$ cat src/hdl/jepp_pkg.sv
// Shared types, constants and literal tables for the envelope prefix peek unit.
`default_nettype none

package jepp_pkg;

    localparam int BYTE_W         = 8;
    localparam int OP_W           = 10;
    localparam int SEQ_W          = 63;
    localparam int OFS_W          = 3;
    localparam int DIGIT_W        = 4;
    localparam int RES_FIFO_DEPTH = 4;

    localparam logic [OP_W-1:0] OP_LIMIT = OP_W'(99);

    localparam logic [BYTE_W-1:0] CH_QUOTE = "\"";
    localparam logic [BYTE_W-1:0] CH_COMMA = ",";
    localparam logic [BYTE_W-1:0] CH_N     = "n";

    typedef enum logic [3:0] {
        PH_PRE, PH_TVAL, PH_TNULL, PH_NAME0, PH_NAME, PH_SLIT, PH_SVAL,
        PH_SNULL, PH_SDIG, PH_OLIT, PH_ODIG0, PH_ODIG, PH_DONE, PH_DEAD
    } phase_t;

    typedef enum logic [1:0] {
        LIT_PRE, LIT_S, LIT_OP, LIT_NULL
    } lit_sel_t;

    typedef enum logic {
        KIND_NAME    = 1'b0,
        KIND_VERDICT = 1'b1
    } kind_t;

    typedef struct packed {
        kind_t               kind;
        logic [BYTE_W-1:0]   name_char;
        logic                matched;
        logic [OP_W-1:0]     opcode;
        logic                has_seq;
        logic [SEQ_W-1:0]    seq_number;
        logic                has_event;
        logic                end_of_run;
    } result_t;

    // up to two results per accepted byte: name byte first, then verdict
    typedef struct packed {
        logic    push_name;
        logic    push_verdict;
        result_t name_res;
        result_t verdict_res;
    } push_t;

    function automatic logic [OFS_W-1:0] lit_len(lit_sel_t sel);
        logic [OFS_W-1:0] len;
        unique case (sel)
            LIT_PRE:  len = OFS_W'(5);
            LIT_S:    len = OFS_W'(5);
            LIT_OP:   len = OFS_W'(6);
            LIT_NULL: len = OFS_W'(4);
            default:  len = OFS_W'(4);
        endcase
        return len;
    endfunction

    // literal byte at a given offset; offsets past the end never match a length check
    function automatic logic [BYTE_W-1:0] lit_char(lit_sel_t sel, logic [OFS_W-1:0] ofs);
        logic [BYTE_W-1:0] ch;
        ch = '0;
        unique case (sel)
            LIT_PRE:
            begin
                case (ofs)
                    3'd0:    ch = "{";
                    3'd1:    ch = "\"";
                    3'd2:    ch = "t";
                    3'd3:    ch = "\"";
                    3'd4:    ch = ":";
                    default: ch = '0;
                endcase
            end
            LIT_S:
            begin
                case (ofs)
                    3'd0:    ch = ",";
                    3'd1:    ch = "\"";
                    3'd2:    ch = "s";
                    3'd3:    ch = "\"";
                    3'd4:    ch = ":";
                    default: ch = '0;
                endcase
            end
            LIT_OP:
            begin
                case (ofs)
                    3'd0:    ch = ",";
                    3'd1:    ch = "\"";
                    3'd2:    ch = "o";
                    3'd3:    ch = "p";
                    3'd4:    ch = "\"";
                    3'd5:    ch = ":";
                    default: ch = '0;
                endcase
            end
            LIT_NULL:
            begin
                case (ofs)
                    3'd0:    ch = "n";
                    3'd1:    ch = "u";
                    3'd2:    ch = "l";
                    3'd3:    ch = "l";
                    default: ch = '0;
                endcase
            end
            default: ch = '0;
        endcase
        return ch;
    endfunction

    function automatic logic is_digit(logic [BYTE_W-1:0] c);
        return (c >= "0") && (c <= "9");
    endfunction

    function automatic logic name_ok(logic [BYTE_W-1:0] c);
        return ((c >= "A") && (c <= "Z")) || (c == "_") || is_digit(c);
    endfunction

endpackage

`default_nettype wire

$ cat src/hdl/jepp_parser.sv
// Per-byte prefix parser: state registers plus the single-pass next-state logic.
`default_nettype none

module jepp_parser
(
    input  wire logic                          clk,
    input  wire logic                          rst_n,
    input  wire logic                          fire,
    input  wire logic [jepp_pkg::BYTE_W-1:0]   byte_in,
    input  wire logic                          last_in,
    output jepp_pkg::push_t                    push
);

    localparam int SEQ_W  = jepp_pkg::SEQ_W;
    localparam int OP_W   = jepp_pkg::OP_W;
    localparam int OFS_W  = jepp_pkg::OFS_W;
    localparam int PROD_W = SEQ_W + 4;

    jepp_pkg::phase_t       phase_reg, phase_next, phase_upd;
    logic [OFS_W-1:0]       ofs_reg, ofs_next, ofs_upd;
    logic [SEQ_W-1:0]       seq_acc_reg, seq_acc_next, seq_acc_upd;
    logic                   seq_present_reg, seq_present_next, seq_present_upd;
    logic                   event_present_reg, event_present_next, event_present_upd;
    logic [OP_W-1:0]        op_acc_reg, op_acc_next, op_acc_upd;

    logic [jepp_pkg::DIGIT_W-1:0] digit;
    logic [PROD_W-1:0]      seq_prod;
    logic                   seq_ovf;
    logic [OP_W-1:0]        op_prod;

    jepp_pkg::lit_sel_t     lit_sel;
    jepp_pkg::phase_t       lit_target;
    logic                   is_lit;
    logic [OFS_W-1:0]       lit_ofs_inc;

    logic                   ok;
    logic                   name_hit;
    logic                   verdict_now;
    logic                   verdict_push;
    logic                   verdict_match;

    assign digit    = jepp_pkg::DIGIT_W'(byte_in - 8'h30);
    // seq * 10 + d, checked against 2^63-1 by the carry bits
    assign seq_prod = (PROD_W'(seq_acc_reg) << 3) + (PROD_W'(seq_acc_reg) << 1)
                    + PROD_W'(digit);
    assign seq_ovf  = |seq_prod[PROD_W-1:SEQ_W];
    assign op_prod  = (op_acc_reg << 3) + (op_acc_reg << 1) + OP_W'(digit);
    assign lit_ofs_inc = ofs_reg + OFS_W'(1);

    // literal phases
    always_comb
    begin
        is_lit     = 1'b1;
        lit_sel    = jepp_pkg::LIT_PRE;
        lit_target = jepp_pkg::PH_TVAL;
        unique case (phase_reg)
            jepp_pkg::PH_PRE:
            begin
                lit_sel    = jepp_pkg::LIT_PRE;
                lit_target = jepp_pkg::PH_TVAL;
            end
            jepp_pkg::PH_TNULL:
            begin
                lit_sel    = jepp_pkg::LIT_NULL;
                lit_target = jepp_pkg::PH_SLIT;
            end
            jepp_pkg::PH_SLIT:
            begin
                lit_sel    = jepp_pkg::LIT_S;
                lit_target = jepp_pkg::PH_SVAL;
            end
            jepp_pkg::PH_SNULL:
            begin
                lit_sel    = jepp_pkg::LIT_NULL;
                lit_target = jepp_pkg::PH_OLIT;
            end
            jepp_pkg::PH_OLIT:
            begin
                lit_sel    = jepp_pkg::LIT_OP;
                lit_target = jepp_pkg::PH_ODIG0;
            end
            default: is_lit = 1'b0;
        endcase
    end

    // next state for one byte
    always_comb
    begin
        phase_upd         = phase_reg;
        ofs_upd           = ofs_reg;
        seq_acc_upd       = seq_acc_reg;
        seq_present_upd   = seq_present_reg;
        event_present_upd = event_present_reg;
        op_acc_upd        = op_acc_reg;
        ok                = 1'b1;
        name_hit          = 1'b0;
        verdict_now       = 1'b0;

        if (is_lit)
        begin
            if ((ofs_reg < jepp_pkg::lit_len(lit_sel))
                && (byte_in == jepp_pkg::lit_char(lit_sel, ofs_reg)))
            begin
                if (lit_ofs_inc == jepp_pkg::lit_len(lit_sel))
                begin
                    phase_upd = lit_target;
                    ofs_upd   = '0;
                end
                else
                begin
                    ofs_upd = lit_ofs_inc;
                end
            end
            else
            begin
                ok = 1'b0;
            end
        end
        else
        begin
            unique case (phase_reg) inside
                jepp_pkg::PH_TVAL:
                begin
                    if (byte_in == jepp_pkg::CH_N)
                    begin
                        phase_upd = jepp_pkg::PH_TNULL;
                        ofs_upd   = OFS_W'(1);
                    end
                    else if (byte_in == jepp_pkg::CH_QUOTE)
                        phase_upd = jepp_pkg::PH_NAME0;
                    else
                        ok = 1'b0;
                end
                jepp_pkg::PH_NAME0, jepp_pkg::PH_NAME:
                begin
                    if (jepp_pkg::name_ok(byte_in))
                    begin
                        name_hit  = 1'b1;
                        phase_upd = jepp_pkg::PH_NAME;
                    end
                    else if ((byte_in == jepp_pkg::CH_QUOTE)
                             && (phase_reg == jepp_pkg::PH_NAME))
                    begin
                        event_present_upd = 1'b1;
                        phase_upd         = jepp_pkg::PH_SLIT;
                        ofs_upd           = '0;
                    end
                    else
                        ok = 1'b0;
                end
                jepp_pkg::PH_SVAL:
                begin
                    if (byte_in == jepp_pkg::CH_N)
                    begin
                        phase_upd = jepp_pkg::PH_SNULL;
                        ofs_upd   = OFS_W'(1);
                    end
                    else if (jepp_pkg::is_digit(byte_in))
                    begin
                        seq_acc_upd = SEQ_W'(digit);
                        phase_upd   = jepp_pkg::PH_SDIG;
                    end
                    else
                        ok = 1'b0;
                end
                jepp_pkg::PH_SDIG:
                begin
                    if (jepp_pkg::is_digit(byte_in))
                    begin
                        if (seq_ovf)
                            ok = 1'b0;
                        else
                            seq_acc_upd = seq_prod[SEQ_W-1:0];
                    end
                    else if (byte_in == jepp_pkg::CH_COMMA)
                    begin
                        // comma already consumed: resume op literal past it
                        seq_present_upd = 1'b1;
                        phase_upd       = jepp_pkg::PH_OLIT;
                        ofs_upd         = OFS_W'(1);
                    end
                    else
                        ok = 1'b0;
                end
                jepp_pkg::PH_ODIG0:
                begin
                    if (jepp_pkg::is_digit(byte_in))
                    begin
                        op_acc_upd = OP_W'(digit);
                        phase_upd  = jepp_pkg::PH_ODIG;
                    end
                    else
                        ok = 1'b0;
                end
                jepp_pkg::PH_ODIG:
                begin
                    if (jepp_pkg::is_digit(byte_in))
                    begin
                        if (op_acc_reg > jepp_pkg::OP_LIMIT)
                            ok = 1'b0;
                        else
                            op_acc_upd = op_prod;
                    end
                    else
                    begin
                        verdict_now = 1'b1;
                        phase_upd   = jepp_pkg::PH_DONE;
                    end
                end
                jepp_pkg::PH_DONE: ;
                default: ok = 1'b0;
            endcase
        end

        if (!ok)
        begin
            phase_upd = jepp_pkg::PH_DEAD;
            ofs_upd   = '0;
        end
    end

    assign verdict_push  = verdict_now
                        || (last_in && (phase_upd != jepp_pkg::PH_DONE));
    assign verdict_match = verdict_now || (phase_upd == jepp_pkg::PH_ODIG);

    // result words
    always_comb
    begin
        push = '0;
        push.push_name            = fire && name_hit;
        push.push_verdict         = fire && verdict_push;
        push.name_res.kind        = jepp_pkg::KIND_NAME;
        push.name_res.name_char   = byte_in;
        push.name_res.end_of_run  = !verdict_push;
        push.verdict_res.kind     = jepp_pkg::KIND_VERDICT;
        push.verdict_res.end_of_run = 1'b1;
        if (verdict_match)
        begin
            push.verdict_res.matched    = 1'b1;
            push.verdict_res.opcode     = op_acc_upd;
            push.verdict_res.has_seq    = seq_present_upd;
            push.verdict_res.seq_number = seq_present_upd ? seq_acc_upd : '0;
            push.verdict_res.has_event  = event_present_upd;
        end
    end

    // last byte re-arms
    always_comb
    begin
        phase_next         = phase_reg;
        ofs_next           = ofs_reg;
        seq_acc_next       = seq_acc_reg;
        seq_present_next   = seq_present_reg;
        event_present_next = event_present_reg;
        op_acc_next        = op_acc_reg;
        if (fire)
        begin
            if (last_in)
            begin
                phase_next         = jepp_pkg::PH_PRE;
                ofs_next           = '0;
                seq_acc_next       = '0;
                seq_present_next   = 1'b0;
                event_present_next = 1'b0;
                op_acc_next        = '0;
            end
            else
            begin
                phase_next         = phase_upd;
                ofs_next           = ofs_upd;
                seq_acc_next       = seq_acc_upd;
                seq_present_next   = seq_present_upd;
                event_present_next = event_present_upd;
                op_acc_next        = op_acc_upd;
            end
        end
    end

    always_ff @(posedge clk or negedge rst_n)
    begin
        if (!rst_n)
        begin
            phase_reg         <= jepp_pkg::PH_PRE;
            ofs_reg           <= '0;
            seq_acc_reg       <= '0;
            seq_present_reg   <= 1'b0;
            event_present_reg <= 1'b0;
            op_acc_reg        <= '0;
        end
        else
        begin
            phase_reg         <= phase_next;
            ofs_reg           <= ofs_next;
            seq_acc_reg       <= seq_acc_next;
            seq_present_reg   <= seq_present_next;
            event_present_reg <= event_present_next;
            op_acc_reg        <= op_acc_next;
        end
    end

endmodule

`default_nettype wire

$ cat src/hdl/jepp_result_fifo.sv
// Result queue: takes up to two words per cycle, hands out one while the output is not stalled.
`default_nettype none

module jepp_result_fifo
#(
    parameter int DEPTH = jepp_pkg::RES_FIFO_DEPTH
)
(
    input  wire logic             clk,
    input  wire logic             rst_n,
    input  wire jepp_pkg::push_t  push,
    output logic                  room,
    output jepp_pkg::result_t     head,
    output logic                  head_valid,
    input  wire logic             pop
);

    localparam int PTR_W = (DEPTH > 1) ? $clog2(DEPTH) : 1;
    localparam int CNT_W = $clog2(DEPTH + 1);

    jepp_pkg::result_t  mem_reg [DEPTH];
    logic [PTR_W-1:0]   wr_ptr_reg, wr_ptr_next;
    logic [PTR_W-1:0]   rd_ptr_reg, rd_ptr_next;
    logic [CNT_W-1:0]   count_reg, count_next;
    logic [PTR_W-1:0]   wr_ptr_inc;
    logic [PTR_W-1:0]   verdict_ptr;
    logic [CNT_W-1:0]   n_push;
    logic               pop_fire;

    function automatic logic [PTR_W-1:0] ptr_inc(logic [PTR_W-1:0] p);
        return (p == PTR_W'(DEPTH - 1)) ? '0 : p + PTR_W'(1);
    endfunction

    assign wr_ptr_inc  = ptr_inc(wr_ptr_reg);
    assign verdict_ptr = push.push_name ? wr_ptr_inc : wr_ptr_reg;
    assign n_push      = CNT_W'(push.push_name) + CNT_W'(push.push_verdict);
    assign pop_fire    = pop && head_valid;

    assign head_valid  = (count_reg != '0);
    assign head        = mem_reg[rd_ptr_reg];
    // two free slots needed before the next byte
    assign room        = (count_reg <= CNT_W'(DEPTH - 2));

    always_comb
    begin
        wr_ptr_next = wr_ptr_reg;
        if (push.push_name && push.push_verdict)
            wr_ptr_next = ptr_inc(wr_ptr_inc);
        else if (push.push_name || push.push_verdict)
            wr_ptr_next = wr_ptr_inc;
        rd_ptr_next = pop_fire ? ptr_inc(rd_ptr_reg) : rd_ptr_reg;
        count_next  = count_reg + n_push - CNT_W'(pop_fire);
    end

    always_ff @(posedge clk)
    begin
        if (push.push_name)
            mem_reg[wr_ptr_reg] <= push.name_res;
        if (push.push_verdict)
            mem_reg[verdict_ptr] <= push.verdict_res;
    end

    always_ff @(posedge clk or negedge rst_n)
    begin
        if (!rst_n)
        begin
            wr_ptr_reg <= '0;
            rd_ptr_reg <= '0;
            count_reg  <= '0;
        end
        else
        begin
            wr_ptr_reg <= wr_ptr_next;
            rd_ptr_reg <= rd_ptr_next;
            count_reg  <= count_next;
        end
    end

endmodule

`default_nettype wire

$ cat src/hdl/json_envelope_prefix_peek_unit.sv
// Top level of the JSON envelope prefix peek unit.
//
//  channel | direction | handshake          | word contents
//  --------+-----------+--------------------+----------------------------------------
//  in      | sink      | in_valid/in_stall  | byte_req, last
//  out     | source    | out_valid/out_stall| kind, name_char, matched, opcode,
//          |           |                    | has_seq, seq_number, has_event, end_of_run
//
// One input word is taken per cycle while in_stall is low; the parser updates
// its state in the same cycle and writes zero, one or two result words into a
// small result queue, which hands out the name word and the verdict of one byte in turn.
// in_stall rises when the queue has fewer than two free slots, so the input
// side keeps running while the output side is stalled until the queue fills.
// Reset clears the parser state and the queue; the first word can be taken
// in the cycle after reset is released.
`default_nettype none

module json_envelope_prefix_peek_unit
#(
    parameter int RES_FIFO_DEPTH = jepp_pkg::RES_FIFO_DEPTH
)
(
    input  wire logic                          clk,
    input  wire logic                          rst_n,

    input  wire logic                          in_valid,
    output logic                               in_stall,
    input  wire logic [jepp_pkg::BYTE_W-1:0]   byte_req,
    input  wire logic                          last,

    output logic                               out_valid,
    input  wire logic                          out_stall,
    output logic                               kind,
    output logic [jepp_pkg::BYTE_W-1:0]        name_char,
    output logic                               matched,
    output logic [jepp_pkg::OP_W-1:0]          opcode,
    output logic                               has_seq,
    output logic [jepp_pkg::SEQ_W-1:0]         seq_number,
    output logic                               has_event,
    output logic                               end_of_run
);

    logic               room;
    logic               fire;
    jepp_pkg::push_t    push;
    jepp_pkg::result_t  head;

    assign in_stall = !room;
    assign fire     = in_valid && room;

    jepp_parser u_parser
    (
        .clk     (clk),
        .rst_n   (rst_n),
        .fire    (fire),
        .byte_in (byte_req),
        .last_in (last),
        .push    (push)
    );

    jepp_result_fifo
    #(
        .DEPTH (RES_FIFO_DEPTH)
    )
    u_result_fifo
    (
        .clk        (clk),
        .rst_n      (rst_n),
        .push       (push),
        .room       (room),
        .head       (head),
        .head_valid (out_valid),
        .pop        (!out_stall)
    );

    // unpack head word onto the ports
    assign kind       = head.kind;
    assign name_char  = head.name_char;
    assign matched    = head.matched;
    assign opcode     = head.opcode;
    assign has_seq    = head.has_seq;
    assign seq_number = head.seq_number;
    assign has_event  = head.has_event;
    assign end_of_run = head.end_of_run;

endmodule

`default_nettype wire

$ cat config.mk
export PLATFORM = sky130hd
export DESIGN_NAME = json_envelope_prefix_peek_unit
export DESIGN_NICKNAME = d
export VERILOG_FILES = /design/src/hdl/jepp_pkg.sv /design/src/hdl/jepp_parser.sv /design/src/hdl/jepp_result_fifo.sv /design/src/hdl/json_envelope_prefix_peek_unit.sv
export SDC_FILE = /design/constraint.sdc
export NUM_CORES = 1
export LEC_CHECK = 0
export ABC_AREA = 1
export BUFFER_PORTS_ARGS = -buffer_cell sky130_fd_sc_hd__buf_2
export CORE_UTILIZATION = 56
export CTS_BUF_LIST = sky130_fd_sc_hd__clkbuf_8
export CTS_CLUSTER_SIZE = 8
export DETAILED_ROUTE_END_ITERATION = 16
export PLACE_DENSITY = 0.73
export SLEW_MARGIN = 10
export SYNTH_ARGS = -nofsm -noshare
export SYNTH_HDL_FRONTEND = slang
export SYNTH_SLANG_ARGS = --single-unit
$ cat constraint.sdc
create_clock -name clk -period 6.4 [get_ports clk]
set_clock_uncertainty 0.1 [all_clocks]
set_input_delay 1.6 -clock clk [delete_from_list [all_inputs] [get_ports clk]]
set_output_delay 1.6 -clock clk [all_outputs]
set_load 0.01 [all_outputs]
==> run_results.csv <==
group,metric,value,unit
global_route,antenna_found_initial,1,
timing,worst_slack,1.07,ns
synthesis,synth_area,27100,µm²
drt,first_iter_violations,2668,
timing,worst_pin_slew,1.17,ns
power,power.leakage,0.0125,µW
setup_path,worst_ep_required_time,6.78,ns
clock_network,post_cts_buffers,0,
final_layout,layout_commonest_cell,"nand2_1",
clock_network,cts_tree,"done",
final_layout,final_core_util,62.4,%
drt,avgViaCountPerCell,5.89,
drt,first_pass_iters,8,
hold_path,holdCritStartpoint,"u_result_fifo.mem_reg[1][84]",
placement,portBuffers,100,
final_layout,nets,3720,
synthesis,avgSynthCellArea,7.83,µm²
clock_network,htreeDepth,3,
final_layout,mostFrequentLayoutCells,"nand2_1, nor2_1, inv_1, o21ai_0, edfxtp_1",
drt,routedWlPerCell,19.7,µm
setup_path,worstSetupEndpointType,"flop",
power,power_density,367,nW/µm²
floorplanning,ios,101,
floorplanning,std_cell_rows,80,
global_route,met2_usage,51.5,%
drt,drc_errors,0,
synthesis,synth_ff_type,"edfxtp_1",
hold_path,whs_path_depth,2,
synthesis,synth_edf_count,304,
clock_network,hold_buffers,0,
global_route,grt_overflow,0,
clock_network,clk_pin_slew_worst_paths,0.06,ns
setup_path,slowest_delay,0.54,ns
clock_network,cts_root_buf,"clkbuf_8",
hold_path,min_to,"u_result_fifo.mem_reg[1][84]",
global_route,grt_max_degree,175,
power,power,10900,µW
synthesis,syn-instance-count,3461,
setup_path,ff2ff_path_depth,24,
timing,slew_violations,0,
setup_path,criticalPathCategory,"input pin to flop",
final_layout,multiInputGateArea,13100,µm²
floorplanning,dieArea,49300,µm²
clock_network,ctsLongestPathBuffers,3,
final_layout,drive_gt1_share,10.1,%
timing,hold_violations,0,
placement,dpl_worst_slack,0.463,ns
global_route,grt_pass1_wl,129000,µm
setup_path,cp_data_arrival_time,5.71,ns
placement,dp_hpwl,56800,µm
setup_path,critPathSlowestCell,"fa_1",
timing,min_period_over_period,83.4,%
setup_path,cp-start-kind,"input pin",
power,switchingPower,4730,µW
global_route,grtUsageMet1,48.8,%
clock_network,cts_buffers,74,
power,p_int,6200,µW
synthesis,synth_warnings,0,
drt,via_count,24842,
timing,finalSetupViolCount,0,
timing,tns,0,ns
power,pwr-share-comb,43.4,%
hold_path,hold_class,"flop to flop",
floorplanning,initial_core_util,56.8,%
timing,rsz0062_at_grt,"no",
setup_path,cpMostUsedCell,"nand2_1",
floorplanning,core,47700,µm²
floorplanning,fp.dieW,222,µm
timing,period_minus_slack,5.33,ns
flow_run,drv_cap,0,
power,peakVddDrop,0.000372,V
global_route,grt-busiest-layer,"met2",
setup_path,ff2ff_setup_slack,1.86,ns
final_layout,fillCellCount,4237,
outcome,status,"completed",
synthesis,ys_seq_area_share,44.9,%
timing,fmax,0.187,GHz
power,pwr-share-clk,22.3,%
final_layout,largest_reg_flops,344,
power,p_seq_share,34.3,%
setup_path,rr_endpoint,"u_result_fifo.mem_reg[3][23]",
clock_network,clkLatencyLatePin,0.65,ns
global_route,grt_pass1_vias,23288,
clock_network,cts_sinks,433,
synthesis,synth_nets,3635,
synthesis,synth_cell_types,52,
global_route,grtUsageTotal,33.6,%
drt,wl,83100,µm
final_layout,final-seq-area,12200,µm²
setup_path,crit_fanout,44,
synthesis,synth.ff_latch_count,433,
final_layout,synthToLayoutAreaGrowth,9.90,%
power,sw_frac_of_total,43.3,%
floorplanning,dieHeight,222,µm
drt,final_antenna_net_count,0,
clock_network,ctsResizeCount,0,
placement,place_congestion,0.991,
synthesis,async_flop_share,20.6,%
setup_path,r2r_start,"u_parser.seq_acc_reg[0]",
timing,max_slew_margin,21.9,%
global_route,grt_use_met3,6.11,%
worst max-delay path: cells and delay by family:
family	cells	cell delay (ns)
fa+ha+maj	2	1.01
buf+inv	3	0.67
simple gates	20	2.35
per-stage QoR:
step,instance area (µm²),hold slack (ns),cells
detailed placement,28300,0.333,4085
finish,29800,0.342,4220
global route,29800,0.358,4220
floorplan,27100,0.322,3461
global placement,28300,0.331,4085
CTS,29800,0.341,4219
area by class of cell:
type	count	share of cell area, %
multi-input cells	2556	44.1
flip-flops and latches	433	40.8
clock buffers	87	4.02
inverters	317	4.01
repair buffers	164	3.64
well taps	615	2.58
clock inverters	47	0.790
diodes	1	0.00840
cell usage after synthesis, types with 19 or more instances:
cell type | instances | share of area, %
ha_1 | 156 | 7.2
xor2_1 | 27 | 0.87
dfrtp_1 | 89 | 8.2
dfxtp_1 | 40 | 3.0
nor3_1 | 25 | 0.46
o21ai_0 | 313 | 5.8
nor2_2 | 22 | 0.51
edfxtp_1 | 304 | 34
clkbuf_1 | 129 | 1.8
nand2_1 | 707 | 9.8
nand2_2 | 47 | 1.1
nand3_1 | 82 | 1.5
o21bai_1 | 19 | 0.53
o22ai_1 | 126 | 2.9
nor2_1 | 687 | 9.5
xnor2_1 | 23 | 0.74
a22oi_1 | 21 | 0.58
inv_1 | 307 | 4.3
a21oi_1 | 206 | 3.8
cells by family (layout without fill, tap and decap cells):
kind of cell	after synthesis	count (layout)	synth area share [%]
AND/OR/NAND/NOR	1612	1612	24.2
other	0	1	0
AO/OA/AOI/OAI	733	733	14.9
buffers and inverters	472	615	6.87
XOR/XNOR	50	50	1.62
adder cells (fa/ha/maj)	161	161	7.57
flip-flops	433	433	44.9
metal layers:
metal	vias to the layer above	part of all wire, %
met1	11796	44
met3	131	9.9
met5	-	0
met2	1159	45
met4	0	2.0
li1	11756	-
worst max-delay path by stage:
stage                           start                           end  slack [ns]  cells past startpoint
final                     byte_req[3]  u_result_fifo.mem_reg[3][23]        1.07                     25
after global routing      byte_req[3]  u_result_fifo.mem_reg[0][20]        0.74                     27
after CTS                 byte_req[3]  u_result_fifo.mem_reg[2][17]        1.14                     25
after detailed placement  byte_req[3]  u_result_fifo.mem_reg[3][25]        0.46                     25
after global placement    byte_req[3]  u_result_fifo.mem_reg[3][22]        0.52                     25
after floorplan           byte_req[1]  u_result_fifo.mem_reg[3][10]        0.54                     16
power by group through the flow:
stage                     clock, µW  sequential (µW)  combinational, µW
after detailed placement          0             3780               4690
after global placement            0             3770               4590
after floorplan                   0             3670               3180
after CTS                      2460             3730               4710
after global routing           2590             3780               5210
final                          2440             3750               4740
Note: power is estimated with default switching activity, not from simulation.
